`src/lcd4_pkg.sv`:
```
// Shared types, constants and the microcode program for the 4-bit LCD sequencer.
// No dependencies; used by lcd4_seq and char_lcd_4bit_interface_sequencer.
`default_nettype none

package lcd4_pkg;

    // Field widths
    localparam int unsigned NIB_W    = 4;
    localparam int unsigned BYTE_W   = 8;
    localparam int unsigned HOLD_W   = 17;
    localparam int unsigned ENH_W    = 8;
    localparam int unsigned ENL_W    = 10;
    localparam int unsigned CFG_W    = 10;
    localparam int unsigned CFG_IX_W = 2;
    localparam int unsigned PC_W     = 5;

    // Request opcodes
    typedef enum logic [1:0] {
        OP_INIT   = 2'd0,
        OP_CMD    = 2'd1,
        OP_DATA   = 2'd2,
        OP_CURSOR = 2'd3
    } t_opcode;

    // Configuration register indexes
    localparam logic [CFG_IX_W-1:0] CFG_ENABLE_HIGH = 2'd0;
    localparam logic [CFG_IX_W-1:0] CFG_ENABLE_LOW  = 2'd1;

    // Reset values of the timing registers
    localparam logic [ENH_W-1:0] ENABLE_HIGH_RST = 8'd3;
    localparam logic [ENL_W-1:0] ENABLE_LOW_RST  = 10'd50;

    // Fixed waits in microseconds
    localparam logic [HOLD_W-1:0] WAIT_POWER  = 17'd20000;
    localparam logic [HOLD_W-1:0] WAIT_FIRST  = 17'd5000;
    localparam logic [HOLD_W-1:0] WAIT_SECOND = 17'd100;
    localparam logic [HOLD_W-1:0] WAIT_CLEAR  = 17'd100000;

    // Initialization commands and cursor bases
    localparam logic [BYTE_W-1:0] CMD_WAKE     = 8'h03;
    localparam logic [BYTE_W-1:0] CMD_HOME     = 8'h02;
    localparam logic [BYTE_W-1:0] CMD_FUNC     = 8'h28;
    localparam logic [BYTE_W-1:0] CMD_DISP     = 8'h0C;
    localparam logic [BYTE_W-1:0] CMD_ENTRY    = 8'h06;
    localparam logic [BYTE_W-1:0] CMD_CLEAR    = 8'h01;
    localparam logic [BYTE_W-1:0] DDRAM_LINE0  = 8'h80;
    localparam logic [BYTE_W-1:0] DDRAM_LINE1  = 8'hC0;

    // Program entry points
    localparam logic [PC_W-1:0] ENTRY_INIT = 5'd0;
    localparam logic [PC_W-1:0] ENTRY_BYTE = 5'd27;

    // Microcode fields
    typedef enum logic [1:0] {
        NIB_CONST,
        NIB_HI,
        NIB_LO
    } t_nib_sel;

    typedef enum logic [1:0] {
        BASE_NONE,
        BASE_HIGH,
        BASE_LOW
    } t_base_sel;

    typedef enum logic [2:0] {
        EXTRA_NONE,
        EXTRA_POWER,
        EXTRA_FIRST,
        EXTRA_SECOND,
        EXTRA_CLEAR
    } t_extra_sel;

    typedef struct packed {
        t_nib_sel             nib_sel;
        logic [NIB_W-1:0]     nib_const;
        logic                 en;
        t_base_sel            base_sel;
        t_extra_sel           extra_sel;
        logic                 last;
    } t_uword;

    // Builds one control word.
    function automatic t_uword uw(t_nib_sel sel, logic [NIB_W-1:0] nib, logic en,
                                  t_base_sel base, t_extra_sel extra, logic last);
        t_uword w;
        w.nib_sel   = sel;
        w.nib_const = nib;
        w.en        = en;
        w.base_sel  = base;
        w.extra_sel = extra;
        w.last      = last;
        return w;
    endfunction

    // The program: power-up initialization, then a shared byte routine.
    function automatic t_uword rom_word(logic [PC_W-1:0] pc);
        t_uword w;
        unique case (pc)
            // Power-up wait with all pins low
            5'd0:  w = uw(NIB_CONST, 4'h0, 1'b0, BASE_NONE, EXTRA_POWER, 1'b0);
            // Three wake-up nibbles
            5'd1:  w = uw(NIB_CONST, CMD_WAKE[3:0], 1'b1, BASE_HIGH, EXTRA_NONE, 1'b0);
            5'd2:  w = uw(NIB_CONST, CMD_WAKE[3:0], 1'b0, BASE_LOW, EXTRA_FIRST, 1'b0);
            5'd3:  w = uw(NIB_CONST, CMD_WAKE[3:0], 1'b1, BASE_HIGH, EXTRA_NONE, 1'b0);
            5'd4:  w = uw(NIB_CONST, CMD_WAKE[3:0], 1'b0, BASE_LOW, EXTRA_SECOND, 1'b0);
            5'd5:  w = uw(NIB_CONST, CMD_WAKE[3:0], 1'b1, BASE_HIGH, EXTRA_NONE, 1'b0);
            5'd6:  w = uw(NIB_CONST, CMD_WAKE[3:0], 1'b0, BASE_LOW, EXTRA_NONE, 1'b0);
            // Return home
            5'd7:  w = uw(NIB_CONST, CMD_HOME[7:4], 1'b1, BASE_HIGH, EXTRA_NONE, 1'b0);
            5'd8:  w = uw(NIB_CONST, CMD_HOME[7:4], 1'b0, BASE_LOW, EXTRA_NONE, 1'b0);
            5'd9:  w = uw(NIB_CONST, CMD_HOME[3:0], 1'b1, BASE_HIGH, EXTRA_NONE, 1'b0);
            5'd10: w = uw(NIB_CONST, CMD_HOME[3:0], 1'b0, BASE_LOW, EXTRA_NONE, 1'b0);
            // Function set
            5'd11: w = uw(NIB_CONST, CMD_FUNC[7:4], 1'b1, BASE_HIGH, EXTRA_NONE, 1'b0);
            5'd12: w = uw(NIB_CONST, CMD_FUNC[7:4], 1'b0, BASE_LOW, EXTRA_NONE, 1'b0);
            5'd13: w = uw(NIB_CONST, CMD_FUNC[3:0], 1'b1, BASE_HIGH, EXTRA_NONE, 1'b0);
            5'd14: w = uw(NIB_CONST, CMD_FUNC[3:0], 1'b0, BASE_LOW, EXTRA_NONE, 1'b0);
            // Display on
            5'd15: w = uw(NIB_CONST, CMD_DISP[7:4], 1'b1, BASE_HIGH, EXTRA_NONE, 1'b0);
            5'd16: w = uw(NIB_CONST, CMD_DISP[7:4], 1'b0, BASE_LOW, EXTRA_NONE, 1'b0);
            5'd17: w = uw(NIB_CONST, CMD_DISP[3:0], 1'b1, BASE_HIGH, EXTRA_NONE, 1'b0);
            5'd18: w = uw(NIB_CONST, CMD_DISP[3:0], 1'b0, BASE_LOW, EXTRA_NONE, 1'b0);
            // Entry mode
            5'd19: w = uw(NIB_CONST, CMD_ENTRY[7:4], 1'b1, BASE_HIGH, EXTRA_NONE, 1'b0);
            5'd20: w = uw(NIB_CONST, CMD_ENTRY[7:4], 1'b0, BASE_LOW, EXTRA_NONE, 1'b0);
            5'd21: w = uw(NIB_CONST, CMD_ENTRY[3:0], 1'b1, BASE_HIGH, EXTRA_NONE, 1'b0);
            5'd22: w = uw(NIB_CONST, CMD_ENTRY[3:0], 1'b0, BASE_LOW, EXTRA_NONE, 1'b0);
            // Clear display, with the long settle wait
            5'd23: w = uw(NIB_CONST, CMD_CLEAR[7:4], 1'b1, BASE_HIGH, EXTRA_NONE, 1'b0);
            5'd24: w = uw(NIB_CONST, CMD_CLEAR[7:4], 1'b0, BASE_LOW, EXTRA_NONE, 1'b0);
            5'd25: w = uw(NIB_CONST, CMD_CLEAR[3:0], 1'b1, BASE_HIGH, EXTRA_NONE, 1'b0);
            5'd26: w = uw(NIB_CONST, CMD_CLEAR[3:0], 1'b0, BASE_LOW, EXTRA_CLEAR, 1'b1);
            // Byte routine for command, data and cursor requests
            5'd27: w = uw(NIB_HI, 4'h0, 1'b1, BASE_HIGH, EXTRA_NONE, 1'b0);
            5'd28: w = uw(NIB_HI, 4'h0, 1'b0, BASE_LOW, EXTRA_NONE, 1'b0);
            5'd29: w = uw(NIB_LO, 4'h0, 1'b1, BASE_HIGH, EXTRA_NONE, 1'b0);
            5'd30: w = uw(NIB_LO, 4'h0, 1'b0, BASE_LOW, EXTRA_NONE, 1'b1);
            default: w = uw(NIB_CONST, 4'h0, 1'b0, BASE_NONE, EXTRA_NONE, 1'b1);
        endcase
        return w;
    endfunction

endpackage

`default_nettype wire

```
`src/lcd4_seq.sv`:
```
// Step counter and microcode table for the 4-bit LCD sequencer.
// Depends on lcd4_pkg for the control word type and the program.
`default_nettype none

module lcd4_seq (
    input  wire logic                         i_clk,
    input  wire logic                         i_rst_n,
    input  wire logic                         i_start,
    input  wire logic [lcd4_pkg::PC_W-1:0]    i_entry,
    input  wire logic                         i_advance,
    output logic                              o_busy,
    output lcd4_pkg::t_uword                  o_uword
);

    logic [lcd4_pkg::PC_W-1:0] r_pc;
    logic [lcd4_pkg::PC_W-1:0] n_pc;
    logic                      r_busy;
    logic                      n_busy;

    // Current control word comes straight from the table.
    assign o_uword = lcd4_pkg::rom_word(r_pc);
    assign o_busy  = r_busy;

    // Start jumps to an entry point; the last word of a routine stops the program.
    always_comb begin
        n_pc   = r_pc;
        n_busy = r_busy;
        if (i_start) begin
            n_pc   = i_entry;
            n_busy = 1'b1;
        end else if (i_advance) begin
            if (o_uword.last) begin
                n_busy = 1'b0;
            end else begin
                n_pc = r_pc + 1'b1;
            end
        end
    end

    always_ff @(posedge i_clk) begin
        if (!i_rst_n) begin
            r_pc   <= '0;
            r_busy <= 1'b0;
        end else begin
            r_pc   <= n_pc;
            r_busy <= n_busy;
        end
    end

endmodule

`default_nettype wire

```
`src/char_lcd_4bit_interface_sequencer.sv`:
```
// Top level of the 4-bit character LCD pin sequencer: request intake, timing
// registers, step datapath and output register. Depends on lcd4_pkg and lcd4_seq.
`default_nettype none

// Each accepted request becomes a run of pin-state items, one item per clock
// while the output side does not stall: 27 items for initialization, 4 for a
// command byte, a data character or a cursor move. The figure is set by the
// microcode step counter, which issues one control word per cycle unless the
// output side stalls. A request is taken only after the previous request's
// last item has entered the output register. Each item gives the data nibble,
// RS, RW (always write), EN and the time in microseconds to hold that pin
// state; the host is expected to do the actual waiting. Timing registers:
// index 0 is the enable-high time, index 1 the enable-low time; write them
// only while no request is in progress.

module char_lcd_4bit_interface_sequencer (
    input  wire logic                              i_clk,
    input  wire logic                              i_rst_n,
    // Configuration write port
    input  wire logic                              i_cfg_wr_en,
    input  wire logic [lcd4_pkg::CFG_IX_W-1:0]     i_cfg_index,
    input  wire logic [lcd4_pkg::CFG_W-1:0]        i_cfg_data,
    // Request channel
    input  wire logic                              i_in_valid,
    output logic                                   o_in_stall,
    input  wire logic [1:0]                        i_opcode,
    input  wire logic [lcd4_pkg::BYTE_W-1:0]       i_byte_value,
    input  wire logic                              i_row,
    input  wire logic [5:0]                        i_column,
    // Pin step channel
    output logic                                   o_out_valid,
    input  wire logic                              i_out_stall,
    output logic [lcd4_pkg::NIB_W-1:0]             o_nibble,
    output logic                                   o_reg_select,
    output logic                                   o_read_write,
    output logic                                   o_enable_pin,
    output logic [lcd4_pkg::HOLD_W-1:0]            o_hold_us,
    output logic                                   o_last
);

    logic [lcd4_pkg::ENH_W-1:0]   r_enable_high;
    logic [lcd4_pkg::ENL_W-1:0]   r_enable_low;
    logic [lcd4_pkg::BYTE_W-1:0]  r_byte;
    logic                         r_rs;
    logic                         r_out_valid;
    logic [lcd4_pkg::NIB_W-1:0]   r_nibble;
    logic                         r_reg_select;
    logic                         r_enable_pin;
    logic [lcd4_pkg::HOLD_W-1:0]  r_hold_us;
    logic                         r_last;

    logic                         seq_busy;
    lcd4_pkg::t_uword             uword;
    logic                         in_take;
    logic                         advance;
    lcd4_pkg::t_opcode            op;
    logic [lcd4_pkg::PC_W-1:0]    entry;
    logic [lcd4_pkg::BYTE_W-1:0]  n_byte;
    logic [lcd4_pkg::NIB_W-1:0]   n_nibble;
    logic [lcd4_pkg::HOLD_W-1:0]  base_us;
    logic [lcd4_pkg::HOLD_W-1:0]  extra_us;
    logic [lcd4_pkg::HOLD_W-1:0]  n_hold_us;

    // Handshake: a request is taken only while the program is idle.
    assign o_in_stall = seq_busy;
    assign in_take    = i_in_valid && !seq_busy;
    assign advance    = seq_busy && (!r_out_valid || !i_out_stall);
    assign op         = lcd4_pkg::t_opcode'(i_opcode);

    // Request decode: entry point and the byte to send.
    always_comb begin
        unique case (op)
            lcd4_pkg::OP_INIT: begin
                entry  = lcd4_pkg::ENTRY_INIT;
                n_byte = i_byte_value;
            end
            lcd4_pkg::OP_CMD, lcd4_pkg::OP_DATA: begin
                entry  = lcd4_pkg::ENTRY_BYTE;
                n_byte = i_byte_value;
            end
            lcd4_pkg::OP_CURSOR: begin
                entry  = lcd4_pkg::ENTRY_BYTE;
                n_byte = (i_row ? lcd4_pkg::DDRAM_LINE1 : lcd4_pkg::DDRAM_LINE0)
                         + {2'b00, i_column};
            end
            default: begin
                entry  = lcd4_pkg::ENTRY_BYTE;
                n_byte = i_byte_value;
            end
        endcase
    end

    lcd4_seq u_seq (
        .i_clk     (i_clk),
        .i_rst_n   (i_rst_n),
        .i_start   (in_take),
        .i_entry   (entry),
        .i_advance (advance),
        .o_busy    (seq_busy),
        .o_uword   (uword)
    );

    // Nibble selection from the control word.
    always_comb begin
        unique case (uword.nib_sel)
            lcd4_pkg::NIB_HI: n_nibble = r_byte[7:4];
            lcd4_pkg::NIB_LO: n_nibble = r_byte[3:0];
            default:          n_nibble = uword.nib_const;
        endcase
    end

    // Hold time is the selected timing register plus a fixed extra wait.
    always_comb begin
        unique case (uword.base_sel)
            lcd4_pkg::BASE_HIGH: base_us = lcd4_pkg::HOLD_W'(r_enable_high);
            lcd4_pkg::BASE_LOW:  base_us = lcd4_pkg::HOLD_W'(r_enable_low);
            default:             base_us = '0;
        endcase
        unique case (uword.extra_sel)
            lcd4_pkg::EXTRA_POWER:  extra_us = lcd4_pkg::WAIT_POWER;
            lcd4_pkg::EXTRA_FIRST:  extra_us = lcd4_pkg::WAIT_FIRST;
            lcd4_pkg::EXTRA_SECOND: extra_us = lcd4_pkg::WAIT_SECOND;
            lcd4_pkg::EXTRA_CLEAR:  extra_us = lcd4_pkg::WAIT_CLEAR;
            default:                extra_us = '0;
        endcase
        n_hold_us = base_us + extra_us;
    end

    // Timing registers.
    always_ff @(posedge i_clk) begin
        if (!i_rst_n) begin
            r_enable_high <= lcd4_pkg::ENABLE_HIGH_RST;
            r_enable_low  <= lcd4_pkg::ENABLE_LOW_RST;
        end else if (i_cfg_wr_en) begin
            if (i_cfg_index == lcd4_pkg::CFG_ENABLE_HIGH) begin
                r_enable_high <= i_cfg_data[lcd4_pkg::ENH_W-1:0];
            end else if (i_cfg_index == lcd4_pkg::CFG_ENABLE_LOW) begin
                r_enable_low <= i_cfg_data[lcd4_pkg::ENL_W-1:0];
            end
        end
    end

    // Request payload held for the whole program run.
    always_ff @(posedge i_clk) begin
        if (in_take) begin
            r_byte <= n_byte;
            r_rs   <= (op == lcd4_pkg::OP_DATA);
        end
    end

    // Output register valid flag.
    always_ff @(posedge i_clk) begin
        if (!i_rst_n) begin
            r_out_valid <= 1'b0;
        end else if (advance) begin
            r_out_valid <= 1'b1;
        end else if (!i_out_stall) begin
            r_out_valid <= 1'b0;
        end
    end

    // Output register payload.
    always_ff @(posedge i_clk) begin
        if (advance) begin
            r_nibble     <= n_nibble;
            r_reg_select <= r_rs && (uword.nib_sel != lcd4_pkg::NIB_CONST);
            r_enable_pin <= uword.en;
            r_hold_us    <= n_hold_us;
            r_last       <= uword.last;
        end
    end

    assign o_out_valid  = r_out_valid;
    assign o_nibble     = r_nibble;
    assign o_reg_select = r_reg_select;
    assign o_read_write = 1'b0;
    assign o_enable_pin = r_enable_pin;
    assign o_hold_us    = r_hold_us;
    assign o_last       = r_last;

endmodule

`default_nettype wire

```
`config.mk`:
```
export PLATFORM = sky130hd
export DESIGN_NAME = char_lcd_4bit_interface_sequencer
export DESIGN_NICKNAME = d
export VERILOG_FILES = /design/src/lcd4_pkg.sv /design/src/lcd4_seq.sv /design/src/char_lcd_4bit_interface_sequencer.sv
export SDC_FILE = /design/constraint.sdc
export NUM_CORES = 1
export LEC_CHECK = 0
export BUFFER_PORTS_ARGS = -buffer_cell sky130_fd_sc_hd__buf_2
export CORE_MARGIN = 3
export CORE_UTILIZATION = 52
export DETAILED_ROUTE_END_ITERATION = 8
export MAX_ROUTING_LAYER = met4
export PLACE_DENSITY = 0.75
export SYNTH_ARGS = -nofsm -noshare
export SYNTH_HDL_FRONTEND = slang
export SYNTH_SLANG_ARGS = --single-unit
```
`constraint.sdc`:
```
create_clock -name i_clk -period 8.67 [get_ports i_clk]
set_input_delay 0.867 -clock i_clk [delete_from_list [all_inputs] [get_ports i_clk]]
set_output_delay 0.867 -clock i_clk [all_outputs]
set_load 0.01 [all_outputs]
```
Word level (Yosys, flattened, before mapping)
Memory sizes are Yosys's and may differ from the RTL's. A register that Yosys moved wholly into a read port is not among the register bits.
Cells that the tools add are included.
Widths: inputs -> output; s select.
- add/subtract/negate cells: 3
- eq/ne operators: 14
- muxes and demuxes: 16
- bitwise gates (word level): 1
- reductions and logical operators: 18
- operator list (operator ; count):
    $pmux 17 s4 ; 1
    $mux 5 ; 5
    $pmux 10 s2 ; 1
    $add 17x17->17 ; 1
    $pmux 8 s2 ; 1
    $pmux 5 s2 ; 1
    $add 8x6->8 ; 1
    $eq 2x1->1 const B ; 4
    $eq 2x2->1 const B ; 4
    $pmux 4 s2 ; 1
    $mux 7 ; 1
    $eq 3x2->1 const B ; 2
    $reduce_and 2->1 ; 3
    $reduce_bool 2->1 ; 3
    $reduce_or 3->1 ; 2
    $add 5x1->5 const B ; 1
    $mux 1 ; 5
    $logic_not 2->1 ; 2
    $ne 2x1->1 const B ; 2
    $eq 3x1->1 const B ; 1
    $eq 3x3->1 const B ; 1
    $logic_and 1x1->1 ; 3
    $logic_not 1->1 ; 3
    $reduce_and 3->1 ; 1
    2 further kinds ; 2
- flip-flop bits (word level): 58
- ROM bits: 416
- output and inout port bits: 27
- logic and storage cells: 65
- memories kept: 1
- memories (memory ; words ; bits a word ; rd ports ; clocked after memory_dff ; write ports ; RTL line ; RTL):
    (name not given) ; 32 ; 13 ; 1 ; 1 ; 0 ; lcd4_pkg.sv:99 ; unique case (pc)

Logic depth before layout (Yosys ltp)
- word-level depth: 7
- mapped depth: 12

Cells and area by module
From an unflattened synthesis, not the netlist that was laid out.
- cells, all modules: 319
- area total of the unflattened synthesis: 3442.1 um2
- by module, submodules not included (module ; instances ; cells each ; area each (um2) ; seq. area each (um2)):
    char_lcd_4bit_interface_sequencer ; 1 ; 220 ; 2517.4 ; 1341.3
    lcd4_seq ; 1 ; 99 ; 924.6 ; 360.3

Worst setup path after synthesis
No wires, ideal clock.
- path type: input-to-reg
- start point: input port i_out_stall
- end point: register, netlist name u_seq.o_uword[8]
- setup time: 0.122 ns
- arrival: 3.133 ns
- data required time: 8.548 ns
- setup slack: 5.415 ns
- stages on the path: 9
- buffers on the path: 0
- cells stage by stage: a21bo_4 inv_1 nand3_1 a31oi_1 inv_1 ha_1 nand2_1 and4b_1 a311o_1
- cells in the longest elaborated chain, start to end: 7
- RTL lines (element ; RTL line ; RTL):
    from (decl) ; char_lcd_4bit_interface_sequencer.sv:32 ; input wire logic i_out_stall,
    $logic_not 1->1 ; - ;
    $logic_or 1x1->1 ; char_lcd_4bit_interface_sequencer.sv:67 ; assign advance = seq_busy && (!r_out_valid || !i_out_stall);
    $logic_and 1x1->1 ; char_lcd_4bit_interface_sequencer.sv:67 ;
    net advance ; char_lcd_4bit_interface_sequencer.sv:55 ; logic advance;
    $reduce_bool 2->1 (no line) ; - ;
    $reduce_and 2->1 (no line) ; - ;
    $mux 5 (no line) (2 in series) ; - ;
The timed path passes the listed nets, and every way through them passes these cells.
A chain may end at the register's enable or synchronous reset.

Worst setup path after layout
- start point: input port i_out_stall
- end point: register, netlist name u_seq.o_uword[8]
- cells in the longest elaborated chain, start to end: 7
- RTL lines (element ; RTL line):
    $logic_not 1->1 ; -
    $logic_or 1x1->1 ; char_lcd_4bit_interface_sequencer.sv:67
    $logic_and 1x1->1 ; char_lcd_4bit_interface_sequencer.sv:67
    net advance ; char_lcd_4bit_interface_sequencer.sv:55
    $reduce_bool 2->1 (no line) ; -
    $reduce_and 2->1 (no line) ; -
    $mux 5 (no line) (2 in series) ; -
The timed path passes the listed nets, and every way through them passes these cells.

==> summary.md <==
| Metric | Value |
|---|---|
| # port buffers | 59 |
| Fmax | between 200 and 300 MHz |
| Dpl hpwl | 4.77 mm |
| Most used cell, CP | inv_1 |
| Place WS | between 4 and 5 ns |
| Hold path depth | 2 |
| Period utilization | around 40% |
| Clock skew | just under 0.009 ns |
| Worst relative slew slack | around 29% |
| Top FF cell, synth | dfxtp_1 |
| Max-Cap Viols | 0 |
| Vias per std cell | about 5.4 |
| Post-Route WL | roughly 6.8 mm |
| Worst skew pair latency | approximately 0.33 ns |
| Num Clock Sinks | 69 |
| Post-synth EDFFs | 32 |
| Crit-path cells | buf_2 > a21bo_4 > inv_1 > nand3_1 > a31oi_1 > inv_1 > ha_1 > nand2_1 > and4b_1 > a311o_1 |
| Mapped Avg Cell Area | approximately 10 um^2 |
| Worst r2r dst | u_seq.o_uword[8]$_DFF_P_ |
| Final hold slack | ~0.45 ns |
| Root Driver | clkbuf_8 |
| Commonest cells after routing, fill and taps aside | buf_2 (59), nand2_1 (37), dfxtp_1 (37) |
| Worst endpoint data arrival time | between 3 and 4 ns |
| Fraction of the mapped netlist area in adder cells | 7.72% |
| CTS Buffer Depth | 2 |
| Slowest-stage cell, CP | inv_1 |
| Setup Buffers After CTS | 0 |
| FF-to-FF path depth | 9 |
| Cts hold-fix bufs | 0 |
| R2R Path Start | u_seq.o_busy$_SDFFE_PN0P_ |
| Final Max Tran Viols | 0 |
| Post-CTS sizing | 0 |
| Detail Route Antenna Nets | 0 |
| Cells after Synth | 324 |
| Power Dens Cells | 192 nW/um^2 |
| Row count | 28 |
| XOR/XNOR share of the synthesized area | 2.36% |
| Core area | just over 6000 um^2 |
| Multiplexer share of the synthesized area | roughly 5.4% |
| CP peak stage delay | 0.77 ns |
| Global-route wire length before repair | about 11 mm |
| Min-delay src | r_enable_low[8]$_SDFFE_PN0P_ |
| Slew at the pin with the worst max-slew slack | approximately 1.1 ns |
| Routability cong. | 0.855 |
| Ratio of cells with drive above 1 in the final layout | 24.7% |
| WS Path Type | in2reg |
| Flops & latches, synth | between 60 and 70 |
| Initial antenna violation count | 0 |
| Number of setup violations in the final report | 0 |
| Compound-Gate Fraction of Synth Area | roughly an eighth |
| CP bufs+invs | 3 |
| Vias | ~2.5k |
| Status | finished clean |
| Top Family by Delay on Critical Path | buffers and inverters |
| Critical Path Start Type | input pin |
| Sequential-to-total area share from yosys stat | approximately half |
| Hold Path End | r_enable_low[8]$_SDFFE_PN0P_ |
| H-tree depth | 3 |
| Detailed-router iteration count before antenna repair | 4 |
| Final min period | approximately 3.5 ns |
| Starting density of the core | between 50% and 60% |
| Pin count of the biggest net entering global routing | 28 |
| Async set-reset flop share out of synthesis | 0% |
| Die Wd | 86.2 um |
| DRC viols | 0 |
| GRT overflow | 0 |
| Pleak | roughly 1.6 nW |
| Vias in the first global route | about 2.3k |
| Die Ht | 86.2 um |
| Post-Synth Simple-Gate Area | between 10% and 20% |
| TritonCTS clock tree | done |
| Tot GR Track Use | approximately 20% |
| I/O pin count | just over 60 |
| N_diodes | 0 |
| Largest family of logic cells by synthesized area | simple AND/OR/NAND/NOR gates |
| Post-route worst setup slack | approximately 5.2 ns |
| Setup slack, reg-to-reg | roughly 5.4 ns |
| WL/cell | between 10 and 15 um |
| Hold crit path type | reg2reg |
| Worst Setup End Kind | flip-flop |
| CTS buffer count | 9 |
| Final setup TNS | 0 ns |
| Clk pin slew, worst setup/hold paths | approximately 0.070 ns |
| DIE AREA | about 7400 um^2 |
| 1st-iter DRT viols | 89 |
| Nets | 438 |
| Unrepaired setup endpoints after global routing | no |
| Synth Cell Area | about 3300 um^2 |
| Power Total | ~0.74 mW |
| Final Hold Viols | 0 |
| Unique cell type count in the Yosys netlist | between 50 and 60 |
| Maximum VDD drop | 139 uV |
| Synth warn | 0 |
| Leading cell type in the layout, fill and taps excluded | buf_2 |
| CP max FO | 27 |
| Worst Path Required | 8.90 ns |
| Synth-to-layout area growth | 15.6% |
state kept, by name, summed over array words and instances (netlist names), 4 cells and up:
signal         flops
u_seq.o_uword     12
u_seq.r_pc         5
o_nibble           4
r_enable_high      8
r_byte             8
o_hold_us         16
r_enable_low      10
power by group:
part           leakage (nW)  switching (mW)  internal (mW)
combinational         0.925          0.0733         0.0493
clock                0.0896           0.119          0.120
sequential            0.610         0.00944          0.369
total                  1.62           0.201          0.539
cell usage after synthesis (all sizes together) (3+ instances only):
cell type	instances	area (um^2)
a31oi	5	31.3
buf	4	30.0
ha	19	238
a211oi	3	32.5
nand2	37	139
o211ai	3	32.5
nand2b	5	31.3
nand3	10	50.1
nor3	7	35.0
mux2	9	101
inv	23	86.3
mux2i	8	80.1
xnor2	8	70.1
dfxtp	37	741
clkbuf	8	30.0
a22oi	12	90.1
nor2	32	120
edfxtp	32	961
a21oi	23	115
or3	4	25.0
how the worst max path moves through the flow:
stage                      from                        to  cells after the start
floorplan           i_out_stall  u_seq.o_uword[8]$_DFF_P_                      9
global placement    i_out_stall  u_seq.o_uword[8]$_DFF_P_                     10
detailed placement  i_out_stall  u_seq.o_uword[8]$_DFF_P_                     10
CTS                 i_out_stall  u_seq.o_uword[8]$_DFF_P_                     10
global route        i_out_stall  u_seq.o_uword[8]$_DFF_P_                     10
finish              i_out_stall  u_seq.o_uword[8]$_DFF_P_                     10
per-stage QoR:
stage                     cells  area, um^2  utilization (%)
final                       464        3860             63.7
after global routing        464        3860             63.7
after CTS                   464        3860             63.7
after detailed placement    448        3680             60.7
after global placement      448        3680             60.7
after floorplan             325        3340                -
logic make-up after synthesis:
logic type | Yosys count
mux | 17
simple gates | 114
other cells | 1
xor+xnor | 9
buf+inv | 35
compound gates | 59
fa+ha+maj | 20
flops | 69
per-layer routing:
metal | GRT usage (%) | up-vias | wire (um)
li1 | - | 1270 | -
met1 | 25.3 | 1185 | 3120
met2 | 29.6 | 62 | 3190
met3 | 4.80 | 10 | 365
met4 | 8.20 | 0 | 106
met5 | - | - | 0
tightest hold or removal path, delay by kind of cell (launching register included):
family / cells / cell delay, ns
simple gates: 1 / 0.05
flops: 1 / 0.30
compound gates: 1 / 0.05
area by class of cell:
class	instances	area [um^2]
Tap cell	75	93.8
Sequential cell	69	1700
Inverter	23	86.3
Clock inverter	3	21.3
Multi-Input combinational cell	221	1500
Timing Repair Buffer	60	303
Clock buffer	13	159
Fill cell	512	2200
No activity file was read; power rests on OpenSTA's default activity.
